`config.mk`:
```
export PLATFORM = sky130hd
export DESIGN_NAME = hlm_cell
export DESIGN_NICKNAME = d
export VERILOG_FILES = /design/src/design/hlm_pkg.sv /design/src/design/hlm_cell.sv
export SDC_FILE = /design/constraint.sdc
export NUM_CORES = 1
export LEC_CHECK = 0
export BUFFER_PORTS_ARGS = -buffer_cell sky130_fd_sc_hd__buf_4
export CAP_MARGIN = 20
export CORE_MARGIN = 2
export CORE_UTILIZATION = 42
export CTS_CLUSTER_DIAMETER = 200
export CTS_CLUSTER_SIZE = 12
export DETAILED_ROUTE_END_ITERATION = 10
export PLACE_DENSITY = 0.86
export SLEW_MARGIN = 30
export SYNTH_ARGS = -nofsm -noshare
export SYNTH_HDL_FRONTEND = slang
export SYNTH_SLANG_ARGS = --single-unit
```
`constraint.sdc`:
```
create_clock -name clk_i -period 1.2 [get_ports clk_i]
set_input_delay 0.24 -clock clk_i [delete_from_list [all_inputs] [get_ports clk_i]]
set_output_delay 0.24 -clock clk_i [all_outputs]
set_load 0.05 [all_outputs]
```
`src/design/hlm_pkg.sv`:
```
// Shared types, sizes and byte helpers for the header label matcher.
// Used by header_label_matcher, hlm_cell and the testbench; depends on nothing else.
package hlm_pkg;

  localparam int MaxLabels   = 16;
  localparam int MaxLabelLen = 64;
  localparam int WinDepth    = MaxLabelLen + 2;
  localparam int HposMax     = (MaxLabelLen < 64) ? 127 : (2 * MaxLabelLen - 1);

  localparam int LblIdxW = (MaxLabels > 1) ? $clog2(MaxLabels) : 1;
  localparam int CountW  = $clog2(MaxLabels + 1);
  localparam int PosW    = (MaxLabelLen > 1) ? $clog2(MaxLabelLen) : 1;
  localparam int LenW    = $clog2(MaxLabelLen + 1);
  localparam int HposW   = $clog2(HposMax + 1);
  localparam int CmpW    = HposW + 1;
  localparam int AddrW   = (MaxLabels * MaxLabelLen > 1) ? $clog2(MaxLabels * MaxLabelLen) : 1;

  localparam logic [7:0] SemiChar = 8'h3b;

  typedef enum logic [1:0] {
    REQ_LOAD  = 2'd0,
    REQ_HDR   = 2'd1,
    REQ_CLEAR = 2'd2,
    REQ_NONE  = 2'd3
  } req_e;

  typedef enum logic [1:0] {
    MODE_EXACT  = 2'd0,
    MODE_SUBSTR = 2'd1,
    MODE_WORD   = 2'd2,
    MODE_FIELD  = 2'd3
  } mode_e;

  typedef struct packed {
    logic win_shift;
    logic win_clear;
    logic scan_load;
    logic scan_shift;
  } hlm_cell_ctl_t;

  function automatic logic [7:0] fold(input logic [7:0] c);
    return (c >= 8'h61 && c <= 8'h7a) ? (c - 8'd32) : c;
  endfunction

  function automatic logic is_alnum(input logic [7:0] c);
    return (c >= 8'h30 && c <= 8'h39) || (c >= 8'h41 && c <= 8'h5a) ||
           (c >= 8'h61 && c <= 8'h7a);
  endfunction

  function automatic logic side_ok(input logic at_edge, input logic [7:0] c,
                                   input logic [1:0] mode);
    logic ok;
    if (at_edge) ok = 1'b1;
    else if (mode == MODE_WORD) ok = !is_alnum(c);
    else ok = (c == SemiChar);
    return ok;
  endfunction

  function automatic logic [AddrW-1:0] lbl_addr(input logic [LblIdxW-1:0] idx,
                                                input logic [PosW-1:0] pos);
    return AddrW'(idx) * AddrW'(MaxLabelLen) + AddrW'(pos);
  endfunction

endpackage

```
`src/design/hlm_cell.sv`:
```
// One byte cell of the header window chain plus its scan copy.
// Depends on hlm_pkg for the control struct.
module hlm_cell import hlm_pkg::*; (
  input  logic          clk_i,
  input  logic          rst_ni,
  input  hlm_cell_ctl_t ctl_i,
  input  logic [7:0]    win_i,
  input  logic [7:0]    scan_i,
  output logic [7:0]    win_o,
  output logic [7:0]    scan_o
);

  logic [7:0] win_q;
  logic [7:0] scan_q;

  always_ff @(posedge clk_i or negedge rst_ni) begin
    if (!rst_ni) begin
      win_q <= 8'd0;
    end else if (ctl_i.win_clear) begin
      win_q <= 8'd0;
    end else if (ctl_i.win_shift) begin
      win_q <= win_i;
    end
  end

  // scan copy: load from own window byte, advance toward cell zero
  always_ff @(posedge clk_i) begin
    if (ctl_i.scan_load) begin
      scan_q <= win_q;
    end else if (ctl_i.scan_shift) begin
      scan_q <= scan_i;
    end
  end

  assign win_o  = win_q;
  assign scan_o = scan_q;

endmodule

```
Word-level counts from Yosys, hierarchy flattened
Cells that the tools add are included.
{"block": "totals", "register_bits": 16, "latchBits": 0, "mem_bits_rw": 0, "romBits": 0, "input_bits": 22, "output_inout_bits": 16, "wordCells": 8, "memories": 0}
{"block": "classes", "n_addsub": 0, "n_mul": 0, "n_div": 0, "magnitude_cmp": 0, "n_eq_ne": 0, "shift": 0, "muxes": 4, "n_bitwise": 0, "reduce_logical": 2}
{"operator": "two-way mux 8 bit", "n": 4}
{"operator": "nonzero test 2 bit", "n": 2}

Longest topological paths before layout
Gate-level depths: netlist (run 1).
{"block": "logic_depth", "word_depth": 2, "ltp_mapped": 3, "ltp_nobuf": 2}

Least setup slack after synthesis (run 1)
OpenSTA, ideal clock, no wires.
{"block": "synth_timing", "kind": "reg-to-reg", "start": "register win_q[0] (netlist: win_o[0])", "end": "register scan_q[0] (netlist: scan_o[0]), data pin", "setup_ns": 0.260, "arrival_ns": 0.871, "t_required_ns": 0.940, "path_slack_ns": 0.069, "stages_incl_launch_ff": 2, "path_buffers": 0, "synth_period_minus_slack_ns": 1.131, "path_cell_list": "dfrtp_1 > mux2_4"}
{"block": "synth_via", "elab_chain_cells": 1}
{"item": "start: declaration", "line_no": "hlm_cell.sv:13", "rtl": "logic [7:0] win_q;"}
{"item": "start signal: assignment", "line_no": "hlm_cell.sv:22", "rtl": "win_q <= win_i;"}
{"item": "two-way mux 8 bit", "line_no": "hlm_cell.sv:28", "rtl": "if (ctl_i.scan_load) begin"}
{"item": "end signal: assignment", "line_no": "hlm_cell.sv:29", "rtl": "scan_q <= win_q;"}
{"item": "end signal: assignment", "line_no": "hlm_cell.sv:31", "rtl": "scan_q <= scan_i;"}
{"item": "end: declaration", "line_no": "hlm_cell.sv:14", "rtl": "logic [7:0] scan_q;"}
No other way between the ends.
A chain may end at the register's enable or synchronous reset.

Final worst setup path (run 1)
{"block": "layout_timing", "start": "register win_q[4] (netlist: win_o[4])", "end": "output port win_o[4]"}
{"item": "end: declaration", "line_no": "hlm_cell.sv:9", "rtl": "output logic [7:0] win_o,"}
No word-level cell between the ends.

==> impl_metrics.json, run 1 <==
{
  "dieArea_um2": 2020,
  "power.density_nw_per_um2": 1260,
  "firstDrtPassIters": 4,
  "crit_family": "flip-flops",
  "setup_viol": 0,
  "antenna_found_initial": 0,
  "critPathKind": "flop to primary output",
  "clockBufferDepth": 2,
  "syn_to_final_growth_pct": 43.8,
  "regArea_um2": 440,
  "postCtsSetupBuffers": 0,
  "drt_iter0_markers": 8,
  "cts_sinks": 16,
  "top_layer": "met4",
  "hold_path_depth": 2,
  "ys_async_sr_fraction": 0.500,
  "synth_common_cells": "dfrtp_1 (8), edfxtp_1 (8), mux2_4 (8), mux2i_1 (8), nor2_1 (8)",
  "ys_ff_latch": 16,
  "ctsHoldBuffers": 1,
  "max_freq_ghz": 0.880,
  "grt_max_degree": 10,
  "worstPathArrival_ns": 0.90,
  "timing.rr.end": "scan_o[3]",
  "initial_core_util": 0.456,
  "met1_length_um": 464,
  "wl_per_cell_um": 13.7,
  "worstSetupEndpointType": "primary output",
  "gp_congestion": 0.786,
  "drive_gt1_frac": 0.578,
  "slew_headroom": 0.793,
  "worst_slew_pin_slew_ns": 0.310,
  "via_count": 487,
  "ios": 38,
  "cts_buffers": 3,
  "finalSetupTns_ns": 0,
  "synth_edf_count": 8,
  "yosysTopAreaCell": "edfxtp_1",
  "yosysUniqueCellTypes": 8,
  "n_fill_cell": 120,
  "cts_resized": 0,
  "drc": 0,
  "ff2ff_path_depth": 1,
  "synth_nets": 66,
  "wirelength_um": 1360,
  "track_usage": 0.148,
  "worstPathRequired_ns": 0.96,
  "start_kind": "flop",
  "cts-root-buf": "clkbuf_4",
  "whs_endpoint": "win_o[3]",
  "path_depth": 1,
  "max_cap_violations": 0,
  "worstPathMaxFanout": 3,
  "die_x_um": 44.9,
  "hold_slack_ns": 0.170,
  "yosys_warnings": 0,
  "ys.flop_type": "edfxtp_1",
  "route.met2.wl_um": 834,
  "hold_class": "input port to flop",
  "avgSynthCellArea_um2": 16.0,
  "viasPerCell": 4.92,
  "post-route-min-period_ns": 1.14,
  "grt_overflow": 0,
  "die-height_um": 44.9,
  "core_area_um2": 1540,
  "layout_worst_path_cycle_share": 0.946,
  "grt_pass1_vias": 496,
  "max_stage_delay_ns": 0.42,
  "skew_ns": 0.000602,
  "slew_viol_final": 0,
  "multi_input_area_um2": 236,
  "crit_slowest_cell": "dfrtp_1",
  "synth.yosys.seq_area_share": 0.626,
  "portBuffers": 37,
  "synthCells": 44,
  "rrSetupSlack_ns": 0.28,
  "status": "finished, final reports clean",
  "row_count": 14,
  "path_buf_inv": 1,
  "ant_nets": 0,
  "diodes": 0,
  "crit_chain": "buf_4",
  "p_leak_uw": 0.000524,
  "cts_tree": "built",
  "startpoint": "win_o[4]",
  "hold_viol": 0,
  "yosys-top-cells-area": "edfxtp_1 (34%), dfrtp_1 (28%), mux2_4 (17%)",
  "nNetsFinal": 106,
  "rsz0062_at_grt": "false",
  "synthesis.area_um2": 703,
  "hp-start": "ctl_i[2]",
  "dr_wl_met3_um": 49,
  "clock_latency_ns": 0.27,
  "htree_levels": 1,
  "r2r_start": "win_o[3]",
  "yosysTopAreaCellShare": 0.342,
  "grt_pass1_wl_um": 2070,
  "clkSlewWorstSetupHoldPaths_ns": 0.09,
  "peakVddDrop_v": 0.000771
}
==> cell type report <==
cell class              count  share of cell area
clock buffers               3              0.0223
clock inverters             1             0.00371
multi-input cells          25               0.234
flip-flops and latches     16               0.436
well taps                  16              0.0198
repair buffers             38               0.285
==> sequential cells by signal, summed over array words and instances, names as in the netlist <==
register,cells
win_o,8
scan_o,8
==> logic make-up after synthesis <==
group	after synthesis	share of synthesized area
buffers and inverters	3	0.0374
muxes	16	0.285
and+or+nand+nor	9	0.0516
DFF	16	0.626
==> per-layer routing <==
layer  vias to the layer above  GRT usage
li1                        235          -
met1                       237      0.136
met2                        13      0.304
met3                         2     0.0360
met4                         0     0.0529
met5                         -          0
==> worst max-delay path by stage <==
stage           endpoint  slack (ns)
5_1_grt         win_o[3]        0.03
3_5_place_dp   scan_o[6]        0.12
4_1_cts         win_o[3]        0.07
3_3_place_gp   scan_o[3]        0.16
6_report        win_o[4]        0.06
2_1_floorplan  scan_o[0]        0.07
==> stage by stage <==
step | utilization | cell area (µm²) | total power (µW) | worst slack, ns | std cells
floorplan | - | 703 | 880 | 0.0692 | 44
global placement | 0.632 | 975 | 1000 | 0.156 | 94
detailed placement | 0.632 | 975 | 1010 | 0.122 | 94
CTS | 0.656 | 1010 | 1280 | 0.0669 | 99
global route | 0.656 | 1010 | 1330 | 0.0281 | 99
finish | 0.656 | 1010 | 1270 | 0.0643 | 99
==> cells in the final DEF, fill, tap and decap left out <==
| cell | Yosys | layout |
|---|---|---|
| clkbuf_4 | 0 | 3 |
| or2_1 | 1 | 1 |
| mux2i_1 | 8 | 8 |
| nor2_1 | 8 | 8 |
| dfrtp_1 | 8 | 8 |
| mux2_4 | 8 | 8 |
| clkinv_1 | 0 | 1 |
| edfxtp_1 | 8 | 8 |
| dlygate4sd3_1 | 0 | 1 |
| buf_4 | 0 | 37 |
==> power by group <==
group | internal, µW | leakage (µW) | switching [µW] | total (µW)
Clock | 120 | 0.0000154 | 159 | 279
Combinational | 144 | 0.000317 | 208 | 352
Sequential | 622 | 0.000191 | 19.4 | 642
Note: power is estimated with default switching activity, not from simulation.
==> run 2, diff against run 1 <==
--- a/config.mk
+++ b/config.mk
@@ -5,14 +5,16 @@
 export SDC_FILE = /design/constraint.sdc
 export NUM_CORES = 1
 export LEC_CHECK = 0
-export BUFFER_PORTS_ARGS = -buffer_cell sky130_fd_sc_hd__buf_4
+export BUFFER_PORTS_ARGS = -buffer_cell sky130_fd_sc_hd__buf_2
 export CAP_MARGIN = 20
 export CORE_MARGIN = 2
-export CORE_UTILIZATION = 42
+export CORE_UTILIZATION = 45
+export CTS_BUF_LIST = sky130_fd_sc_hd__clkbuf_4 sky130_fd_sc_hd__clkbuf_8
 export CTS_CLUSTER_DIAMETER = 200
 export CTS_CLUSTER_SIZE = 12
 export DETAILED_ROUTE_END_ITERATION = 10
-export PLACE_DENSITY = 0.86
+export PLACE_DENSITY = 0.9
+export RECOVER_POWER = 50
 export SLEW_MARGIN = 30
 export SYNTH_ARGS = -nofsm -noshare
 export SYNTH_HDL_FRONTEND = slang
==> run 2 against run 1 <==
Against the previous run:
- non-clock buffer count unchanged
- sequential share of layout area up 3.7 points
- first-iteration DRC count down 50%
- critical endpoint unchanged
- highest routed layer unchanged
==> impl_metrics.json, run 2 (synthesis gave the netlist of run 1 again) <==
{
  "status": "finished, final reports clean",
  "syn_to_final_growth_pct": 32.6,
  "slew_viol_final": 0,
  "max_cap_violations": 0,
  "ios": 38,
  "viasPerCell": 4.79,
  "drc": 0,
  "hold_class": "input port to flop",
  "rsz0062_at_grt": "false",
  "worstPathRequired_ns": 0.96,
  "comb_power_share": 0.254,
  "skew_ns": 0.000802,
  "start_kind": "flop",
  "max_stage_delay_ns": 0.38,
  "initial_core_util": 0.472,
  "wl_per_cell_um": 12.7,
  "layout_worst_path_cycle_share": 0.973,
  "drive_gt1_frac": 0.566,
  "swShare": 0.310,
  "dieArea_um2": 1890,
  "core_area_um2": 1490,
  "wirelength_um": 1250,
  "worstPathMaxFanout": 3,
  "p_clk_frac": 0.225,
  "grt_max_degree": 10,
  "cts_sinks": 16,
  "crit_family": "flip-flops",
  "final-instance-count-excl-fill": 99,
  "multi_input_area_um2": 236,
  "cts_tree": "built",
  "regArea_um2": 440,
  "die-height_um": 43.5,
  "ant_nets": 0,
  "hold_viol": 0,
  "p_int_uw": 849,
  "dp.cells": 94,
  "grt_pass1_wl_um": 2080,
  "power_frac_seq": 0.521,
  "worstPathArrival_ns": 0.93,
  "layout_common_cells": "buf_2 (29), clkbuf_4 (9)",
  "clockBufferDepth": 2,
  "firstDrtPassIters": 3,
  "post-route-min-period_ns": 1.17,
  "critPathKind": "flop to primary output",
  "power.density_nw_per_um2": 1320,
  "crit_slowest_cell": "dfrtp_1",
  "max_freq_ghz": 0.856,
  "setup_viol": 0,
  "crit_chain": "buf_2",
  "grt_pass1_vias": 502,
  "dp_hpwl_um": 1050,
  "nNetsFinal": 106,
  "antenna_found_initial": 0,
  "cts_buffers": 3,
  "htree_levels": 1,
  "rrSetupSlack_ns": 0.29,
  "n_fill_cell": 115,
  "clkSlewWorstSetupHoldPaths_ns": 0.09,
  "p_leak_uw": 0.000494,
  "drt_iter0_markers": 4,
  "row_count": 14,
  "final_common_cell": "buf_2",
  "die_x_um": 43.5,
  "cts-root-buf": "clkbuf_4",
  "worst_slew_pin_slew_ns": 0.482,
  "grt_overflow": 0,
  "slew_headroom": 0.679,
  "via_count": 474,
  "clock_latency_ns": 0.27,
  "path_buf_inv": 1,
  "track_usage": 0.155,
  "power_switching_uw": 381,
  "worstSetupEndpointType": "primary output",
  "portBuffers": 37,
  "finalSetupTns_ns": 0,
  "gp_congestion": 0.781,
  "diodes": 0,
  "peakVddDrop_v": 0.000604
}
[run 2: stage by stage]
stage	total power, µW	instance area [µm²]	hold WS (ns)	setup slack (ns)	util
global placement	954	882	0.0836	0.0719	0.592
finish	1230	932	0.203	0.0320	0.626
floorplan	880	703	-0.0556	0.0692	-
CTS	1240	918	0.198	0.0152	0.617
global route	1280	932	0.201	0.00105	0.626
detailed placement	960	882	0.0878	0.0444	0.592
[run 2: cell type report]
type | instances | area share
tap | 16 | 0.0215
clock inverter | 1 | 0.00403
timing repair buffer | 38 | 0.224
sequential | 16 | 0.472
clock buffer | 3 | 0.0242
multi-input combinational | 25 | 0.254
[run 2: per-layer routing]
metal	track usage	share of wire
met2	0.319	0.59
met4	0.0909	0.015
met3	0.0333	0.053
met1	0.127	0.34
met5	0	0
[run 2: final timing paths]
kind / start / endpoint / depth (start not counted)
hold / removal: win_i[7] / win_o[7] / 3
min in group asynchronous: rst_ni / win_o[7] / 2
setup reg to reg: win_o[0] / scan_o[0] / 1
max in group asynchronous: rst_ni / win_o[1] / 2
setup / recovery: win_o[4] / win_o[4] / 1
hold reg to reg: win_o[7] / win_o[7] / 2
[run 2: power groups by stage]
stage | clock (µW) | combinational, µW | sequential (µW)
detailed placement | 0 | 308 | 652
CTS | 287 | 311 | 641
global placement | 0 | 304 | 650
finish | 277 | 312 | 640
floorplan | 0 | 83.3 | 797
global route | 304 | 330 | 645
[run 2: what timing repair did]
action | CTS | global route
resized for setup | 0 | 6
hold buffers | 1 | 0
buffers inserted | 0 | 0
hold endpoints to repair | 8 | 0
endpoints found under the setup margin | 0 | 6
==> run 3, diff against run 2 <==
--- a/config.mk
+++ b/config.mk
@@ -8,12 +8,12 @@
 export BUFFER_PORTS_ARGS = -buffer_cell sky130_fd_sc_hd__buf_2
 export CAP_MARGIN = 20
 export CORE_MARGIN = 2
-export CORE_UTILIZATION = 45
+export CORE_UTILIZATION = 48
 export CTS_BUF_LIST = sky130_fd_sc_hd__clkbuf_4 sky130_fd_sc_hd__clkbuf_8
 export CTS_CLUSTER_DIAMETER = 200
 export CTS_CLUSTER_SIZE = 12
 export DETAILED_ROUTE_END_ITERATION = 10
-export PLACE_DENSITY = 0.9
+export PLACE_DENSITY = 0.95
 export RECOVER_POWER = 50
 export SLEW_MARGIN = 30
 export SYNTH_ARGS = -nofsm -noshare
==> constraint.sdc (replaced) <==
create_clock -name clk_i -period 1.5 [get_ports clk_i]
set_input_delay 0.3 -clock clk_i [delete_from_list [all_inputs] [get_ports clk_i]]
set_output_delay 0.3 -clock clk_i [all_outputs]
set_load 0.05 [all_outputs]
==> run 3 against run 2 <==
Against the previous run:
- non-clock buffer count unchanged
- sequential power down 20%
- design area down 3.9%
- combinational power down 23%
- clock skew up 0.0046 ns
- clock power down 23%
- critical endpoint is now win_o[0]
- highest routed layer is now met3
- worst setup slack better by 0.20 ns
- hold slack better by 0.060 ns
- power down 22%
- core utilization up 4.6 points
- sequential share of layout area up 1.9 points
==> impl_metrics.json, run 3 (synthesis gave the netlist of run 1 again) <==
{
  "wirelength_um": 1370,
  "power_frac_seq": 0.531,
  "drive_gt1_frac": 0.512,
  "dp.cells": 93,
  "grt_max_degree": 10,
  "p_leak_uw": 0.000478,
  "crit_family": "flip-flops",
  "setup_viol": 0,
  "cts_buffers": 3,
  "hp-start": "win_i[4]",
  "core_area_um2": 1330,
  "max_cap_violations": 0,
  "rsz0062_at_grt": "false",
  "post-route-min-period_ns": 1.27,
  "cts_sinks": 16,
  "postCtsSetupBuffers": 0,
  "max_stage_delay_ns": 0.39,
  "start_kind": "flop",
  "slew_viol_final": 0,
  "power.density_nw_per_um2": 1080,
  "path_depth": 1,
  "row_count": 13,
  "grt_pass1_vias": 470,
  "route.met2.wl_um": 782,
  "gp_congestion": 0.779,
  "grt_overflow": 0,
  "wl_per_cell_um": 14.1,
  "clockBufferDepth": 2,
  "die-height_um": 42.3,
  "viasPerCell": 5.03,
  "grt_pass1_wl_um": 1990,
  "path_buf_inv": 1,
  "initial_core_util": 0.527,
  "startpoint": "win_o[0]",
  "worstPathMaxFanout": 3,
  "critPathKind": "flop to primary output",
  "drt_iter0_markers": 7,
  "status": "finished, final reports clean",
  "layout_common_cells": "buf_2 (35), mux2i_1 (8), nor2_1 (8), edfxtp_1 (8), dfrtp_1 (8)",
  "syn_to_final_growth_pct": 27.4,
  "top_layer": "met3",
  "drc": 0,
  "ant_nets": 0,
  "swShare": 0.312,
  "final-instance-count-excl-fill": 97,
  "p_clk_frac": 0.221,
  "firstDrtPassIters": 3,
  "final_common_cell": "buf_2",
  "track_usage": 0.157,
  "comb_power_share": 0.248,
  "die_x_um": 42.3,
  "p_int_uw": 664,
  "cts-root-buf": "clkbuf_4",
  "r2r_start": "win_o[0]",
  "worstPathRequired_ns": 1.20,
  "placed_area_um2": 881,
  "via_count": 488,
  "skew_ns": 0.00542,
  "clock_latency_ns": 0.28,
  "hold_viol": 0,
  "peakVddDrop_v": 0.000713,
  "ios": 38,
  "power_switching_uw": 301,
  "met1_length_um": 461,
  "layout_worst_path_cycle_share": 0.845,
  "hold_class": "input port to flop",
  "cts_tree": "built",
  "htree_levels": 1,
  "hold_path_depth": 3,
  "finalSetupTns_ns": 0,
  "diodes": 0,
  "ff2ff_path_depth": 1,
  "dieArea_um2": 1790,
  "max_freq_ghz": 0.789,
  "dr_wl_met3_um": 123,
  "portBuffers": 37,
  "worstPathArrival_ns": 0.97,
  "final_area_um2": 896,
  "slew_headroom": 0.659,
  "crit_slowest_cell": "dfrtp_1",
  "antenna_found_initial": 0,
  "crit_chain": "buf_2",
  "worst_slew_pin_slew_ns": 0.511,
  "clkSlewWorstSetupHoldPaths_ns": 0.09,
  "nNetsFinal": 106,
  "worstSetupEndpointType": "primary output"
}
## run 3: cell count changes in the layout (fill, tap and decap cells not counted)
cell and delta:
buf_2 +6, clkbuf_4 -6, mux2_1 +4, mux2_4 -4, clkbuf_1 +1, clkbuf_2 -1
clkinv_1 -1
## run 3: final cells by class
| cell class | count | area (µm²) |
|---|---|---|
| Sequential cell | 16 | 440 |
| Timing Repair Buffer | 38 | 193 |
| Fill cell | 95 | 438 |
| Tap cell | 15 | 18.8 |
| Multi-Input combinational cell | 25 | 221 |
| Clock buffer | 3 | 22.5 |
## run 3: final timing paths
kind / to / slack, ns
max in group asynchronous: win_o[1] / 0.75
min in group asynchronous: win_o[4] / 0.45
hold reg to reg: win_o[6] / 0.57
setup / recovery: win_o[0] / 0.23
hold / removal: win_o[4] / 0.26
setup reg to reg: scan_o[0] / 0.54
## run 3: metal layers
metal / vias up / global-route usage
met5: - / 0
met4: 0 / 0.0938
met3: 0 / 0.0517
met2: 23 / 0.298
met1: 234 / 0.138
li1: 231 / -
## run 3: per-stage QoR
| step | setup slack (ns) | total power, µW | hold WS [ns] | utilization |
|---|---|---|---|---|
| floorplan | 0.369 | 704 | 0.00441 | - |
| global placement | 0.321 | 762 | 0.143 | 0.660 |
| detailed placement | 0.281 | 770 | 0.144 | 0.660 |
| CTS | 0.235 | 980 | 0.258 | 0.685 |
| global route | 0.204 | 1020 | 0.256 | 0.672 |
| finish | 0.233 | 965 | 0.263 | 0.672 |
## run 3: power groups by stage
stage / sequential [µW] / combinational, µW / clock (µW)
6_report: 512 / 240 / 213
4_1_cts: 512 / 250 / 218
5_1_grt: 516 / 251 / 249
3_3_place_gp: 520 / 242 / 0
2_1_floorplan: 638 / 66.6 / 0
3_5_place_dp: 522 / 248 / 0
## run 3: repair_timing
action                    4_1_cts  5_1_grt
hold buffers                    1        0
hold endpoints to repair        8        0
resized for setup               0        0
